**config.mk**
```make
export PLATFORM = sky130hd
export DESIGN_NAME = query_string_percent_decoder
export DESIGN_NICKNAME = d
export VERILOG_FILES = /design/src/qspd_pkg.sv /design/src/qspd_decode.sv /design/src/qspd_outbuf.sv /design/src/query_string_percent_decoder.sv
export VERILOG_INCLUDE_DIRS = /design/src /design/src/src
export SDC_FILE = /design/constraint.sdc
export NUM_CORES = 1
export LEC_CHECK = 0
export ABC_AREA = 1
export BUFFER_PORTS_ARGS = -buffer_cell sky130_fd_sc_hd__buf_2
export CAP_MARGIN = 30
export CORE_ASPECT_RATIO = 1.1
export CORE_MARGIN = 8
export CORE_UTILIZATION = 60
export CTS_BUF_LIST = sky130_fd_sc_hd__clkbuf_4
export CTS_CLUSTER_DIAMETER = 100
export DETAILED_ROUTE_END_ITERATION = 6
export PLACE_DENSITY = 0.79
export SYNTH_ARGS = -nofsm -noshare
export SYNTH_HDL_FRONTEND = slang
export SYNTH_SLANG_ARGS = --single-unit
```
**constraint.sdc**
```tcl
create_clock -name clk -period 5.92 [get_ports clk]
set_input_delay 1.184 -clock clk [delete_from_list [all_inputs] [get_ports clk]]
set_output_delay 1.184 -clock clk [all_outputs]
set_load 0.02 [all_outputs]
```
**src/query_string_percent_decoder_defines.svh**
```systemverilog
// Assertion macros for the query string percent decoder.
// Included by the modules that carry concurrent checks; no other dependencies.
`ifndef QUERY_STRING_PERCENT_DECODER_DEFINES_SVH
`define QUERY_STRING_PERCENT_DECODER_DEFINES_SVH

`ifndef SYNTH

// Same-cycle implication, disabled while reset is asserted.
`define QSPD_ASSERT_IMP(lbl, clk, rst_n, ante, cons, msg) \
    lbl: assert property (@(posedge clk) disable iff (!rst_n) (ante) |-> (cons)) \
        else $error(msg);

// Next-cycle implication, disabled while reset is asserted.
`define QSPD_ASSERT_NXT(lbl, clk, rst_n, ante, cons, msg) \
    lbl: assert property (@(posedge clk) disable iff (!rst_n) (ante) |=> (cons)) \
        else $error(msg);

`else

`define QSPD_ASSERT_IMP(lbl, clk, rst_n, ante, cons, msg)
`define QSPD_ASSERT_NXT(lbl, clk, rst_n, ante, cons, msg)

`endif

`endif

```
**src/qspd_pkg.sv**
```systemverilog
// Shared types, character constants and the hex digit decode for the decoder.
// No dependencies; used by every module of the block.
`timescale 1ns / 1ps

package qspd_pkg;

    localparam int MAX_RESULTS = 4;
    localparam int IDX_W       = $clog2(MAX_RESULTS);
    localparam int CNT_W       = $clog2(MAX_RESULTS + 1);

    localparam logic [7:0] CHAR_AMP   = 8'h26;
    localparam logic [7:0] CHAR_PCT   = 8'h25;
    localparam logic [7:0] CHAR_PLUS  = 8'h2B;
    localparam logic [7:0] CHAR_SPACE = 8'h20;

    typedef enum logic [1:0] {
        KIND_DATA = 2'd0,
        KIND_SEP  = 2'd1,
        KIND_END  = 2'd2
    } kind_t;

    typedef struct packed {
        kind_t      kind;
        logic [7:0] data;
    } item_t;

    // All results caused by one request, in order; slots at or above count are unused.
    typedef struct packed {
        item_t [MAX_RESULTS-1:0] items;
        logic  [CNT_W-1:0]       count;
    } group_t;

    typedef struct packed {
        logic       ok;
        logic [3:0] value;
    } hex_t;

    function automatic hex_t hex_decode(input logic [7:0] c);
        hex_t h;
        h.ok    = 1'b1;
        h.value = 4'd0;
        if (c >= 8'h30 && c <= 8'h39) begin
            h.value = 4'(c - 8'h30);
        end
        else if (c >= 8'h61 && c <= 8'h66) begin
            h.value = 4'(c - 8'h61 + 8'd10);
        end
        else if (c >= 8'h41 && c <= 8'h46) begin
            h.value = 4'(c - 8'h41 + 8'd10);
        end
        else begin
            h.ok = 1'b0;
        end
        return h;
    endfunction

endpackage

```
**src/qspd_decode.sv**
```systemverilog
// Escape state and per-request result builder.
// Depends on qspd_pkg and the assertion macro header.
`timescale 1ns / 1ps
`include "query_string_percent_decoder_defines.svh"

module qspd_decode (
    input  logic                clk,
    input  logic                rst_n,
    input  logic [7:0]          in_byte,
    input  logic                in_last,
    input  logic                load,
    output qspd_pkg::group_t    group
);

    typedef enum logic [1:0] {
        PH_NONE = 2'd0,
        PH_PCT  = 2'd1,
        PH_HEX1 = 2'd2
    } phase_t;

    localparam int NCAND = 6;

    phase_t     phase_reg,  phase_next;
    logic [7:0] fchar_reg,  fchar_next;
    logic [3:0] fval_reg,   fval_next;

    phase_t                     phase_after;
    logic [7:0]                 fchar_after;
    logic [3:0]                 fval_after;
    logic                       run_plain;
    qspd_pkg::hex_t             hex;
    qspd_pkg::item_t            cand [NCAND];
    logic [NCAND-1:0]           cv;
    logic [qspd_pkg::CNT_W-1:0] pos;

    assign hex = qspd_pkg::hex_decode(in_byte);

    always_comb
    begin
        phase_after = PH_NONE;
        fchar_after = fchar_reg;
        fval_after  = fval_reg;
        run_plain   = 1'b0;
        cv          = '0;
        for (int i = 0; i < NCAND; i++) begin
            cand[i].kind = qspd_pkg::KIND_DATA;
            cand[i].data = 8'd0;
        end

        // pending escape prefix
        unique case (phase_reg)
            PH_PCT:
            begin
                if (hex.ok) begin
                    phase_after = PH_HEX1;
                    fchar_after = in_byte;
                    fval_after  = hex.value;
                end
                else begin
                    cv[0]        = 1'b1;
                    cand[0].data = qspd_pkg::CHAR_PCT;
                    run_plain    = 1'b1;
                end
            end
            PH_HEX1:
            begin
                if (hex.ok) begin
                    cv[0]        = 1'b1;
                    cand[0].data = {fval_reg, hex.value};
                end
                else begin
                    cv[0]        = 1'b1;
                    cand[0].data = qspd_pkg::CHAR_PCT;
                    cv[1]        = 1'b1;
                    cand[1].data = fchar_reg;
                    run_plain    = 1'b1;
                end
            end
            default:
            begin
                run_plain = 1'b1;
            end
        endcase

        // byte handled with no escape pending
        if (run_plain) begin
            if (in_byte == qspd_pkg::CHAR_AMP) begin
                cv[2]        = 1'b1;
                cand[2].kind = qspd_pkg::KIND_SEP;
            end
            else if (in_byte == qspd_pkg::CHAR_PCT) begin
                phase_after = PH_PCT;
            end
            else if (in_byte == qspd_pkg::CHAR_PLUS) begin
                cv[2]        = 1'b1;
                cand[2].data = qspd_pkg::CHAR_SPACE;
            end
            else begin
                cv[2]        = 1'b1;
                cand[2].data = in_byte;
            end
        end

        // end of string: flush open escape, then end marker
        if (in_last) begin
            if (phase_after == PH_PCT || phase_after == PH_HEX1) begin
                cv[3]        = 1'b1;
                cand[3].data = qspd_pkg::CHAR_PCT;
            end
            if (phase_after == PH_HEX1) begin
                cv[4]        = 1'b1;
                cand[4].data = fchar_after;
            end
            cv[5]        = 1'b1;
            cand[5].kind = qspd_pkg::KIND_END;
        end

        // pack valid candidates into consecutive slots
        pos         = '0;
        group.items = '0;
        for (int i = 0; i < NCAND; i++) begin
            if (cv[i] && pos < qspd_pkg::CNT_W'(qspd_pkg::MAX_RESULTS)) begin
                group.items[pos[qspd_pkg::IDX_W-1:0]] = cand[i];
                pos = pos + 1'b1;
            end
        end
        group.count = pos;

        if (in_last) begin
            phase_next = PH_NONE;
            fchar_next = 8'd0;
            fval_next  = 4'd0;
        end
        else begin
            phase_next = phase_after;
            fchar_next = fchar_after;
            fval_next  = fval_after;
        end
    end

    always_ff @(posedge clk or negedge rst_n)
    begin
        if (!rst_n) begin
            phase_reg <= PH_NONE;
            fchar_reg <= 8'd0;
            fval_reg  <= 4'd0;
        end
        else if (load) begin
            phase_reg <= phase_next;
            fchar_reg <= fchar_next;
            fval_reg  <= fval_next;
        end
    end

    `QSPD_ASSERT_NXT(a_last_clears, clk, rst_n, load && in_last, phase_reg == PH_NONE, "escape state not cleared after last byte")
    `QSPD_ASSERT_IMP(a_last_ends, clk, rst_n, load && in_last, group.count != '0, "last byte produced no end marker")
    `QSPD_ASSERT_NXT(a_pct_pends, clk, rst_n, load && !in_last && phase_reg == PH_NONE && in_byte == qspd_pkg::CHAR_PCT, phase_reg == PH_PCT, "percent sign did not open an escape")

endmodule

```
**src/qspd_outbuf.sv**
```systemverilog
// Result register: holds one request's result group and hands items out one per cycle while out_ready is high.
// Depends on qspd_pkg and the assertion macro header.
`timescale 1ns / 1ps
`include "query_string_percent_decoder_defines.svh"

module qspd_outbuf (
    input  logic                clk,
    input  logic                rst_n,
    input  logic                load,
    input  qspd_pkg::group_t    group,
    output logic                free,
    output logic                out_valid,
    input  logic                out_ready,
    output logic [1:0]          out_kind,
    output logic [7:0]          out_byte,
    output logic                out_last
);

    qspd_pkg::item_t [qspd_pkg::MAX_RESULTS-1:0] items_reg;
    logic [qspd_pkg::CNT_W-1:0]                  cnt_reg, cnt_next;
    logic [qspd_pkg::IDX_W-1:0]                  idx_reg, idx_next;

    qspd_pkg::item_t cur;
    logic            is_last;
    logic            fire;

    assign cur       = items_reg[idx_reg];
    assign is_last   = (qspd_pkg::CNT_W'(idx_reg) + qspd_pkg::CNT_W'(1)) == cnt_reg;
    assign out_valid = cnt_reg != '0;
    assign fire      = out_valid && out_ready;
    assign free      = !out_valid || (out_ready && is_last);

    assign out_kind = cur.kind;
    assign out_byte = cur.data;
    assign out_last = is_last;

    always_comb
    begin
        cnt_next = cnt_reg;
        idx_next = idx_reg;
        if (load) begin
            cnt_next = group.count;
            idx_next = '0;
        end
        else if (fire && is_last) begin
            cnt_next = '0;
            idx_next = '0;
        end
        else if (fire) begin
            idx_next = idx_reg + 1'b1;
        end
    end

    always_ff @(posedge clk or negedge rst_n)
    begin
        if (!rst_n) begin
            cnt_reg <= '0;
            idx_reg <= '0;
        end
        else begin
            cnt_reg <= cnt_next;
            idx_reg <= idx_next;
        end
    end

    always_ff @(posedge clk)
    begin
        if (load) begin
            items_reg <= group.items;
        end
    end

    `QSPD_ASSERT_IMP(a_load_free, clk, rst_n, load, free, "group loaded over undelivered results")
    `QSPD_ASSERT_IMP(a_idx_range, clk, rst_n, out_valid, qspd_pkg::CNT_W'(idx_reg) < cnt_reg, "result index beyond group count")
    `QSPD_ASSERT_IMP(a_cnt_max, clk, rst_n, 1'b1, cnt_reg <= qspd_pkg::CNT_W'(qspd_pkg::MAX_RESULTS), "group count above maximum")

endmodule

```
**src/query_string_percent_decoder.sv**
```systemverilog
// Top level of the query string percent decoder: input register and wiring.
// Depends on qspd_pkg, qspd_decode and qspd_outbuf.
//
//  channel | signals                         | direction | payload
//  --------+---------------------------------+-----------+--------------------------
//  in      | in_valid / in_ready             | sink      | in_byte[7:0], in_last
//  out     | out_valid / out_ready           | source    | out_kind[1:0], out_byte[7:0],
//          |                                 |           | out_last
//
// Each request is registered, then decoded combinationally into a group of 0 to 4 results
// that loads the result register while the previous group drains.
// Throughput: one request per cycle while out_ready is high and each yields at most one
// result; a request with several results holds the result register until all are taken,
// and a zero-result request does not hold it.
// Reset clears the escape state and empties both registers; payload is not reset.
// A stalled output holds the result register, then the input register, then in_ready.
`timescale 1ns / 1ps

module query_string_percent_decoder (
    input  logic       clk,
    input  logic       rst_n,
    input  logic       in_valid,
    output logic       in_ready,
    input  logic [7:0] in_byte,
    input  logic       in_last,
    output logic       out_valid,
    input  logic       out_ready,
    output logic [1:0] out_kind,
    output logic [7:0] out_byte,
    output logic       out_last
);

    logic       vld_reg;
    logic [7:0] byte_reg;
    logic       last_reg;

    logic             buf_free;
    logic             move;
    qspd_pkg::group_t group;

    // request moves from the input register into the decoder/result register
    assign move     = vld_reg && buf_free;
    assign in_ready = !vld_reg || move;

    always_ff @(posedge clk or negedge rst_n)
    begin
        if (!rst_n) begin
            vld_reg <= 1'b0;
        end
        else if (in_valid && in_ready) begin
            vld_reg <= 1'b1;
        end
        else if (move) begin
            vld_reg <= 1'b0;
        end
    end

    always_ff @(posedge clk)
    begin
        if (in_valid && in_ready) begin
            byte_reg <= in_byte;
            last_reg <= in_last;
        end
    end

    // escape state machine and result group builder
    qspd_decode u_decode (
        .clk     (clk),
        .rst_n   (rst_n),
        .in_byte (byte_reg),
        .in_last (last_reg),
        .load    (move),
        .group   (group)
    );

    // result register, one item out per cycle while out_ready is high
    qspd_outbuf u_outbuf (
        .clk       (clk),
        .rst_n     (rst_n),
        .load      (move),
        .group     (group),
        .free      (buf_free),
        .out_valid (out_valid),
        .out_ready (out_ready),
        .out_kind  (out_kind),
        .out_byte  (out_byte),
        .out_last  (out_last)
    );

endmodule

```
==> flow_metrics.env, run 1 <==
export IMPL_status="completed"
export IMPL_internal_power_mw=1.09
export IMPL_switching_power_mw=0.813
export IMPL_chipHeight_um=108
export IMPL_drt_iter0_drc=361
export IMPL_p_clk_frac=0.190
export IMPL_setup_tns_ns=0
export IMPL_fmax_mhz=183
export IMPL_h_tree_depth=3
export IMPL_clk_latency_ns=0.45
export IMPL_grt_ovfl_total=0
export IMPL_synth_top_cell_area_share=0.318
export IMPL_largest_reg_flops=40
export IMPL_root_buffer="clkbuf_4"
export IMPL_r2r_slack_ns=0.45
export IMPL_diodes=0
export IMPL_synthCells=583
export IMPL_skew_ns=0.0222
export IMPL_crit_arrival_ns=5.65
export IMPL_drt_wl_total_um=13000
export IMPL_grt_pass1_wl_um=19900
export IMPL_slew_viol_final=0
export IMPL_avgSynthCellArea_um2=7.93
export IMPL_worst_pin_slew_ns=0.949
export IMPL_peakVddDrop_v=0.000204
export IMPL_required_ns=6.10
export IMPL_tritoncts="yes"
export IMPL_worstSetupPathType="flop to flop"
export IMPL_vias=4127
export IMPL_layout_commonest_cell="nand2_1"
export IMPL_post_route_drc_count=0
export IMPL_maxSlewHeadroom=0.367
export IMPL_cts_setup_buffers=0
export IMPL_clk_pin_slew_ns=0.12
export IMPL_num_rows=33
export IMPL_seqPwrFrac=0.426
export IMPL_fp_dieArea_um2=10800
export IMPL_grt_usage=0.244
export IMPL_start_kind="flop"
export IMPL_timing_final_hold_violations=0
export IMPL_core_area_um2=7470
export IMPL_synthTopCellsByArea="edfxtp_1 32%, dfrtp_1 11%, nand2_1 8.1%, o21ai_0 7.5%, inv_1 6.4%"
export IMPL_p_leak_nw=2.28
export IMPL_drive_above_1_share=0.128
export IMPL_antenna_found_initial=0
export IMPL_crit_chain="inv_1, ha_1, nor2_1, o21ai_1, nand3_1, nand2_1, inv_1, ha_1, nand3_2, nand2_2, inv_1, ha_1, or2_1, o21ai_1, ha_1, nand2_1, nand2_1, inv_1, ha_1, inv_1, nor2_2, nor2_1"
export IMPL_yosysWarningCount=0
export IMPL_hold_end="u_outbuf.cnt_reg[0]"
export IMPL_routedWlPerCell_um=18.2
export IMPL_min_from="u_outbuf.cnt_reg[0]"
export IMPL_first_pass_iters=6
export IMPL_gp_congestion=1.06
export IMPL_syn_cell_area_um2=4620
export IMPL_rr_worst_depth=22
export IMPL_synth_cell_types=42
export IMPL_hold_buffers=0
export IMPL_crit_fanout=13
export IMPL_reg2reg_to="u_outbuf.items_reg[6]"
export IMPL_initial_core_util=0.618
export IMPL_fin_crit_ns=5.47
export IMPL_ys_seq_area_frac=0.427
export IMPL_path_buf_inv=5
export IMPL_dpl_hpwl_um=10100
export IMPL_cts_resized=0
export IMPL_final_cell_mix="100 x nand2_1, 79 x inv_1, 69 x nor2_1, 69 x o21ai_0, 49 x edfxtp_1"
export IMPL_port_buffer_count=25
export IMPL_cts_buffer_depth=2
export IMPL_cpPeakStageDelay_ns=0.55
export IMPL_comb_power_share=0.384
export IMPL_period_share=0.923
export IMPL_timing_max_cap_violations=0
export IMPL_power_per_cell_area_nw_per_um2=383
export IMPL_crit_family="simple AND/OR/NAND/NOR gates"
export IMPL_synth_fp_nets=618
export IMPL_swShare=0.427
export IMPL_grt_max_degree=42
export IMPL_ant_nets=0
export IMPL_whs_path_depth=2
export IMPL_cts_sinks=69
export IMPL_synth_seq_cells=69
export IMPL_hp_class="flop to flop"
export IMPL_grt_pass1_vias=3895
export IMPL_ios=26
export IMPL_setup_viol=0
export IMPL_die_w_um=99.7
export IMPL_nets=638
export IMPL_numCtsBuffers=9
export IMPL_endpoint_kind="flop"
export IMPL_cp_slowest_cell="edfxtp_1"
export IMPL_post_drt_via_cell_ratio=5.79
export IMPL_yosys_area_top_type="edfxtp_1"
export IMPL_rsz0062_at_grt="no"
export IMPL_total_power_mw=1.90
export IMPL_areaGrowthSynthToFinish_pct=7.58
export IMPL_crit_reg2reg_launch="byte_reg[1]"
[power by group through the flow]
stage               logic (mW)  registers (mW)  clock network, mW
global route             0.810           0.830              0.377
detailed placement       0.732           0.822                  0
floorplan                0.557           0.769                  0
global placement         0.723           0.817                  0
finish                   0.732           0.812              0.361
CTS                      0.734           0.811              0.362
[worst max path at each step]
stage | from | endpoint | cells past startpoint
2_1_floorplan | byte_reg[1] | u_outbuf.items_reg[0] | 25
3_3_place_gp | byte_reg[1] | u_outbuf.items_reg[7] | 22
3_5_place_dp | byte_reg[1] | u_outbuf.items_reg[4] | 22
4_1_cts | byte_reg[1] | u_outbuf.items_reg[4] | 22
5_1_grt | byte_reg[1] | u_outbuf.items_reg[2] | 22
6_report | byte_reg[1] | u_outbuf.items_reg[6] | 22
[cells in the mapped netlist (all sizes together)]
cell type  instances
xnor2              2
xor2               4
or2                5
nand4             12
nor3               7
clkbuf             9
nand2b             1
o211ai             6
inv               87
o21ai             73
a21oi             13
o32ai              1
o22ai             26
edfxtp            49
nand2            112
o2111ai            3
ha                22
clkinv             2
buf                8
a31oi              2
nor2              76
dfrtp             20
nand3             43
[layout make-up]
cell class | count | area [um^2]
clock inverters | 7 | 97.6
repair buffers | 26 | 133
multi-input cells | 408 | 2230
inverters | 89 | 337
well taps | 105 | 131
flip-flops and latches | 69 | 1970
fillers | 644 | 2500
clock buffers | 9 | 67.6
[through the flow]
stage / area [um^2] / std cells / utilization / setup WS [ns] / hold slack (ns)
after CTS: 4970 / 713 / 0.665 / 0.549 / 0.546
after floorplan: 4620 / 583 / - / 1.59 / 0.487
final: 4970 / 713 / 0.665 / 0.454 / 0.538
after detailed placement: 4810 / 697 / 0.643 / 0.579 / 0.518
after global placement: 4810 / 697 / 0.643 / 0.849 / 0.510
after global routing: 4970 / 713 / 0.665 / 0.0785 / 0.573
[tightest hold or removal path, stage by stage (launching register included)]
cell and delay, ns:
dfrtp_1 0.40, nand2_1 0.06, nand2_1 0.05
[metal layers]
layer  vias to the layer above  wire length, um  global-route usage
li1                       1999                -                   -
met1                      1897             5280               0.281
met2                       181             6270               0.421
met3                        50              839              0.0443
met4                         0              584               0.140
met5                         -                0                   0
[kinds of logic after synthesis]
family | Yosys count | share of synthesized area
AOI/OAI and AO/OA | 124 | 0.152
adders and majority gates | 22 | 0.0596
buffers and inverters | 106 | 0.0915
and+or+nand+nor | 256 | 0.259
DFF | 69 | 0.427
xor gates and xnor gates | 6 | 0.0114
(Power assumes the default switching activity.)
==> run 2: changes to the inputs <==
--- a/config.mk
+++ b/config.mk
@@ -6,9 +6,7 @@
 export SDC_FILE = /design/constraint.sdc
 export NUM_CORES = 1
 export LEC_CHECK = 0
-export ABC_AREA = 1
 export BUFFER_PORTS_ARGS = -buffer_cell sky130_fd_sc_hd__buf_2
-export CAP_MARGIN = 30
 export CORE_ASPECT_RATIO = 1.1
 export CORE_MARGIN = 8
 export CORE_UTILIZATION = 60
==> run 2 against run 1 <==
Effect of this change: flip-flop and latch count unchanged; hold slack got worse by 0.035 ns; cell area decreased by 4.2%; maximum frequency increased by 2.2%; clock skew decreased by 0.0071 ns; core utilization decreased by 1.3 points; register-to-register slack improved by 0.12 ns; final cell count decreased by 28%; critical endpoint is now u_outbuf.items_reg[11]; non-clock buffer count increased by 4; via count decreased by 16%; critical path depth decreased by 2.
==> flow_metrics.env, run 2 <==
export IMPL_grt_pass1_wl_um=19000
export IMPL_worst_pin_slew_ns=0.864
export IMPL_synth_fp_nets=435
export IMPL_clk_pin_slew_ns=0.12
export IMPL_cpMostUsedCell="ha_1"
export IMPL_routedWlPerCell_um=23.0
export IMPL_gp_congestion=0.995
export IMPL_antenna_found_initial=0
export IMPL_synthTopCellsByArea="edfxtp_1 33%, dfrtp_1 11%, ha_1 6.2%, mux4_2 5.1%, nand2_1 3.6%"
export IMPL_root_buffer="clkbuf_4"
export IMPL_cpPeakStageDelay_ns=0.52
export IMPL_grt_usage=0.237
export IMPL_fin_crit_ns=5.35
export IMPL_nets=459
export IMPL_setup_viol=0
export IMPL_required_ns=6.10
export IMPL_fp_dieArea_um2=10400
export IMPL_fmax_mhz=187
export IMPL_period_share=0.904
export IMPL_syn_cell_area_um2=4420
export IMPL_synth_seq_cells=69
export IMPL_endpoint_kind="flop"
export IMPL_core_area_um2=7310
export IMPL_cts_resized=0
export IMPL_num_rows=33
export IMPL_vias=3462
export IMPL_start_kind="flop"
export IMPL_peakVddDrop_v=0.000531
export IMPL_post_route_drc_count=0
export IMPL_timing_max_cap_violations=0
export IMPL_timing_final_hold_violations=0
export IMPL_drt_iter0_drc=284
export IMPL_hp_class="flop to flop"
export IMPL_clk_latency_ns=0.43
export IMPL_grt_ovfl_total=0
export IMPL_hold_end="u_decode.fval_reg[3]"
export IMPL_whs_path_depth=2
export IMPL_synth_edf_count=49
export IMPL_initial_core_util=0.605
export IMPL_reg2reg_to="u_outbuf.items_reg[11]"
export IMPL_chipHeight_um=106
export IMPL_cts_setup_buffers=0
export IMPL_path_buf_inv=2
export IMPL_yosysWarningCount=0
export IMPL_grt_pass1_vias=3531
export IMPL_diodes=0
export IMPL_worstSetupPathType="flop to flop"
export IMPL_cp_slowest_cell="edfxtp_1"
export IMPL_tritoncts="yes"
export IMPL_cts_sinks=69
export IMPL_maxSlewHeadroom=0.424
export IMPL_crit_fanout=9
export IMPL_ant_nets=0
export IMPL_setup_tns_ns=0
export IMPL_crit_reg2reg_launch="byte_reg[0]"
export IMPL_first_pass_iters=5
export IMPL_synth_cell_types=78
export IMPL_layout_commonest_cell="edfxtp_1"
export IMPL_power_per_cell_area_nw_per_um2=430
export IMPL_ys_seq_area_frac=0.446
export IMPL_hold_buffers=0
export IMPL_synthCells=400
export IMPL_synth_most_common_cell="edfxtp_1"
export IMPL_n_fill_cell=598
export IMPL_port_buffer_count=25
export IMPL_crit_arrival_ns=5.53
export IMPL_grt_max_degree=49
export IMPL_p_leak_nw=1.80
export IMPL_drive_above_1_share=0.224
export IMPL_largest_reg_flops=40
export IMPL_numCtsBuffers=9
export IMPL_crit_family="compound AO/OA/AOI/OAI gates"
export IMPL_synth_commonest_cells="49 x edfxtp_1, 42 x nand2_1, 25 x o21ai_0"
export IMPL_async_flop_share=0.290
export IMPL_drt_wl_total_um=11900
export IMPL_r2r_slack_ns=0.57
export IMPL_avgSynthCellArea_um2=11.0
export IMPL_rr_worst_depth=20
export IMPL_timing_hold_ws_ns=0.503
export IMPL_slew_viol_final=0
export IMPL_ys_flop_type="edfxtp_1"
export IMPL_die_w_um=97.8
export IMPL_dpl_hpwl_um=9140
export IMPL_rsz0062_at_grt="no"
export IMPL_areaGrowthSynthToFinish_pct=7.84
export IMPL_h_tree_depth=3
export IMPL_ios=26
export IMPL_status="completed"
export IMPL_cts_buffer_depth=2
export IMPL_synth_top_cell_area_share=0.333
export IMPL_final_cell_mix="49 x edfxtp_1, 42 x nand2_1, 25 x o21ai_0, 25 x buf_2, 23 x inv_1"
export IMPL_crit_chain="inv_1, ha_1, o21bai_1, o32a_1, buf_4, nor2_1, nor2_2, ha_1, a21boi_0, a31oi_1, o21ai_2, nand2_1, mux2i_2, ha_1, mux2i_2, ha_1, o211ai_1, a21oi_1, nor2_1, a22o_1"
export IMPL_yosys_area_top_type="edfxtp_1"
export IMPL_post_drt_via_cell_ratio=6.71
export IMPL_skew_ns=0.0151
export IMPL_min_from="u_decode.fval_reg[3]"
==> run 2: changes by cell type after synthesis, moves of 6 or more <==
cell and change:
and3_1 +6, o21ai_0 -44, nor2_1 -48, nand3_1 -24
inv_1 -56, and2_1 +8, nand2_2 -10, a22o_1 +7
nand4_1 -10, o22ai_1 -23, mux4_2 +10, nand2_1 -58
==> run 2: worst max-delay path by stage <==
stage | depth (start not counted) | start | slack [ns] | end
final | 20 | byte_reg[0] | 0.57 | u_outbuf.items_reg[11]
after CTS | 19 | byte_reg[0] | 0.38 | u_outbuf.items_reg[11]
after detailed placement | 19 | byte_reg[0] | 0.42 | u_outbuf.items_reg[11]
after floorplan | 21 | byte_reg[1] | 0.96 | u_outbuf.items_reg[11]
after global routing | 20 | byte_reg[0] | 0.05 | u_outbuf.items_reg[11]
after global placement | 19 | byte_reg[0] | 0.61 | u_outbuf.items_reg[11]
==> run 2: per-stage QoR <==
stage / util / cell area (um^2) / instances / setup slack (ns) / power (mW)
floorplan: - / 4420 / 400 / 0.956 / 1.45
global placement: 0.628 / 4590 / 500 / 0.608 / 1.68
detailed placement: 0.628 / 4590 / 500 / 0.420 / 1.71
CTS: 0.651 / 4760 / 516 / 0.380 / 2.06
global route: 0.652 / 4770 / 516 / 0.0534 / 2.15
finish: 0.652 / 4770 / 516 / 0.570 / 2.05
==> run 2: worst min-delay path: stages, from the launching register on <==
cell and delay [ns]:
dfrtp_1 0.37, nand2_1 0.05, o21ai_0 0.06
==> run 2: per-layer routing <==
layer	GRT usage	part of all wire	wire length [um]	vias up
li1	-	-	-	1561
met1	0.300	0.41	4920	1687
met2	0.376	0.47	5570	182
met3	0.0582	0.082	973	32
met4	0.111	0.035	412	0
met5	0	0	0	-
==> run 2: area by class of cell <==
type                    count  area [um^2]  area share
clock inverters             7         97.6      0.0205
clock buffers               9         67.6      0.0142
well taps                  87          109      0.0228
inverters                  26         97.6      0.0205
flip-flops and latches     69         1970       0.414
multi-input cells         288         2260       0.474
repair buffers             30          163      0.0341
==> run 2: cells by family (layout without fill, tap and decap cells) <==
group,count (synthesis),in the layout,share of synthesized area
flops,69,69,0.446
buf+inv,43,72,0.0442
simple gates,127,127,0.161
compound gates,115,115,0.206
fa+ha+maj,22,22,0.0623
mux,15,15,0.0634
xor+xnor,9,9,0.0178
==> run 2: power by group <==
| part | switching, mW | internal, mW | total, mW |
|---|---|---|---|
| Clock | 0.186 | 0.173 | 0.358 |
| Sequential | 0.148 | 0.761 | 0.909 |
| Combinational | 0.482 | 0.300 | 0.782 |
| Total | 0.816 | 1.23 | 2.05 |
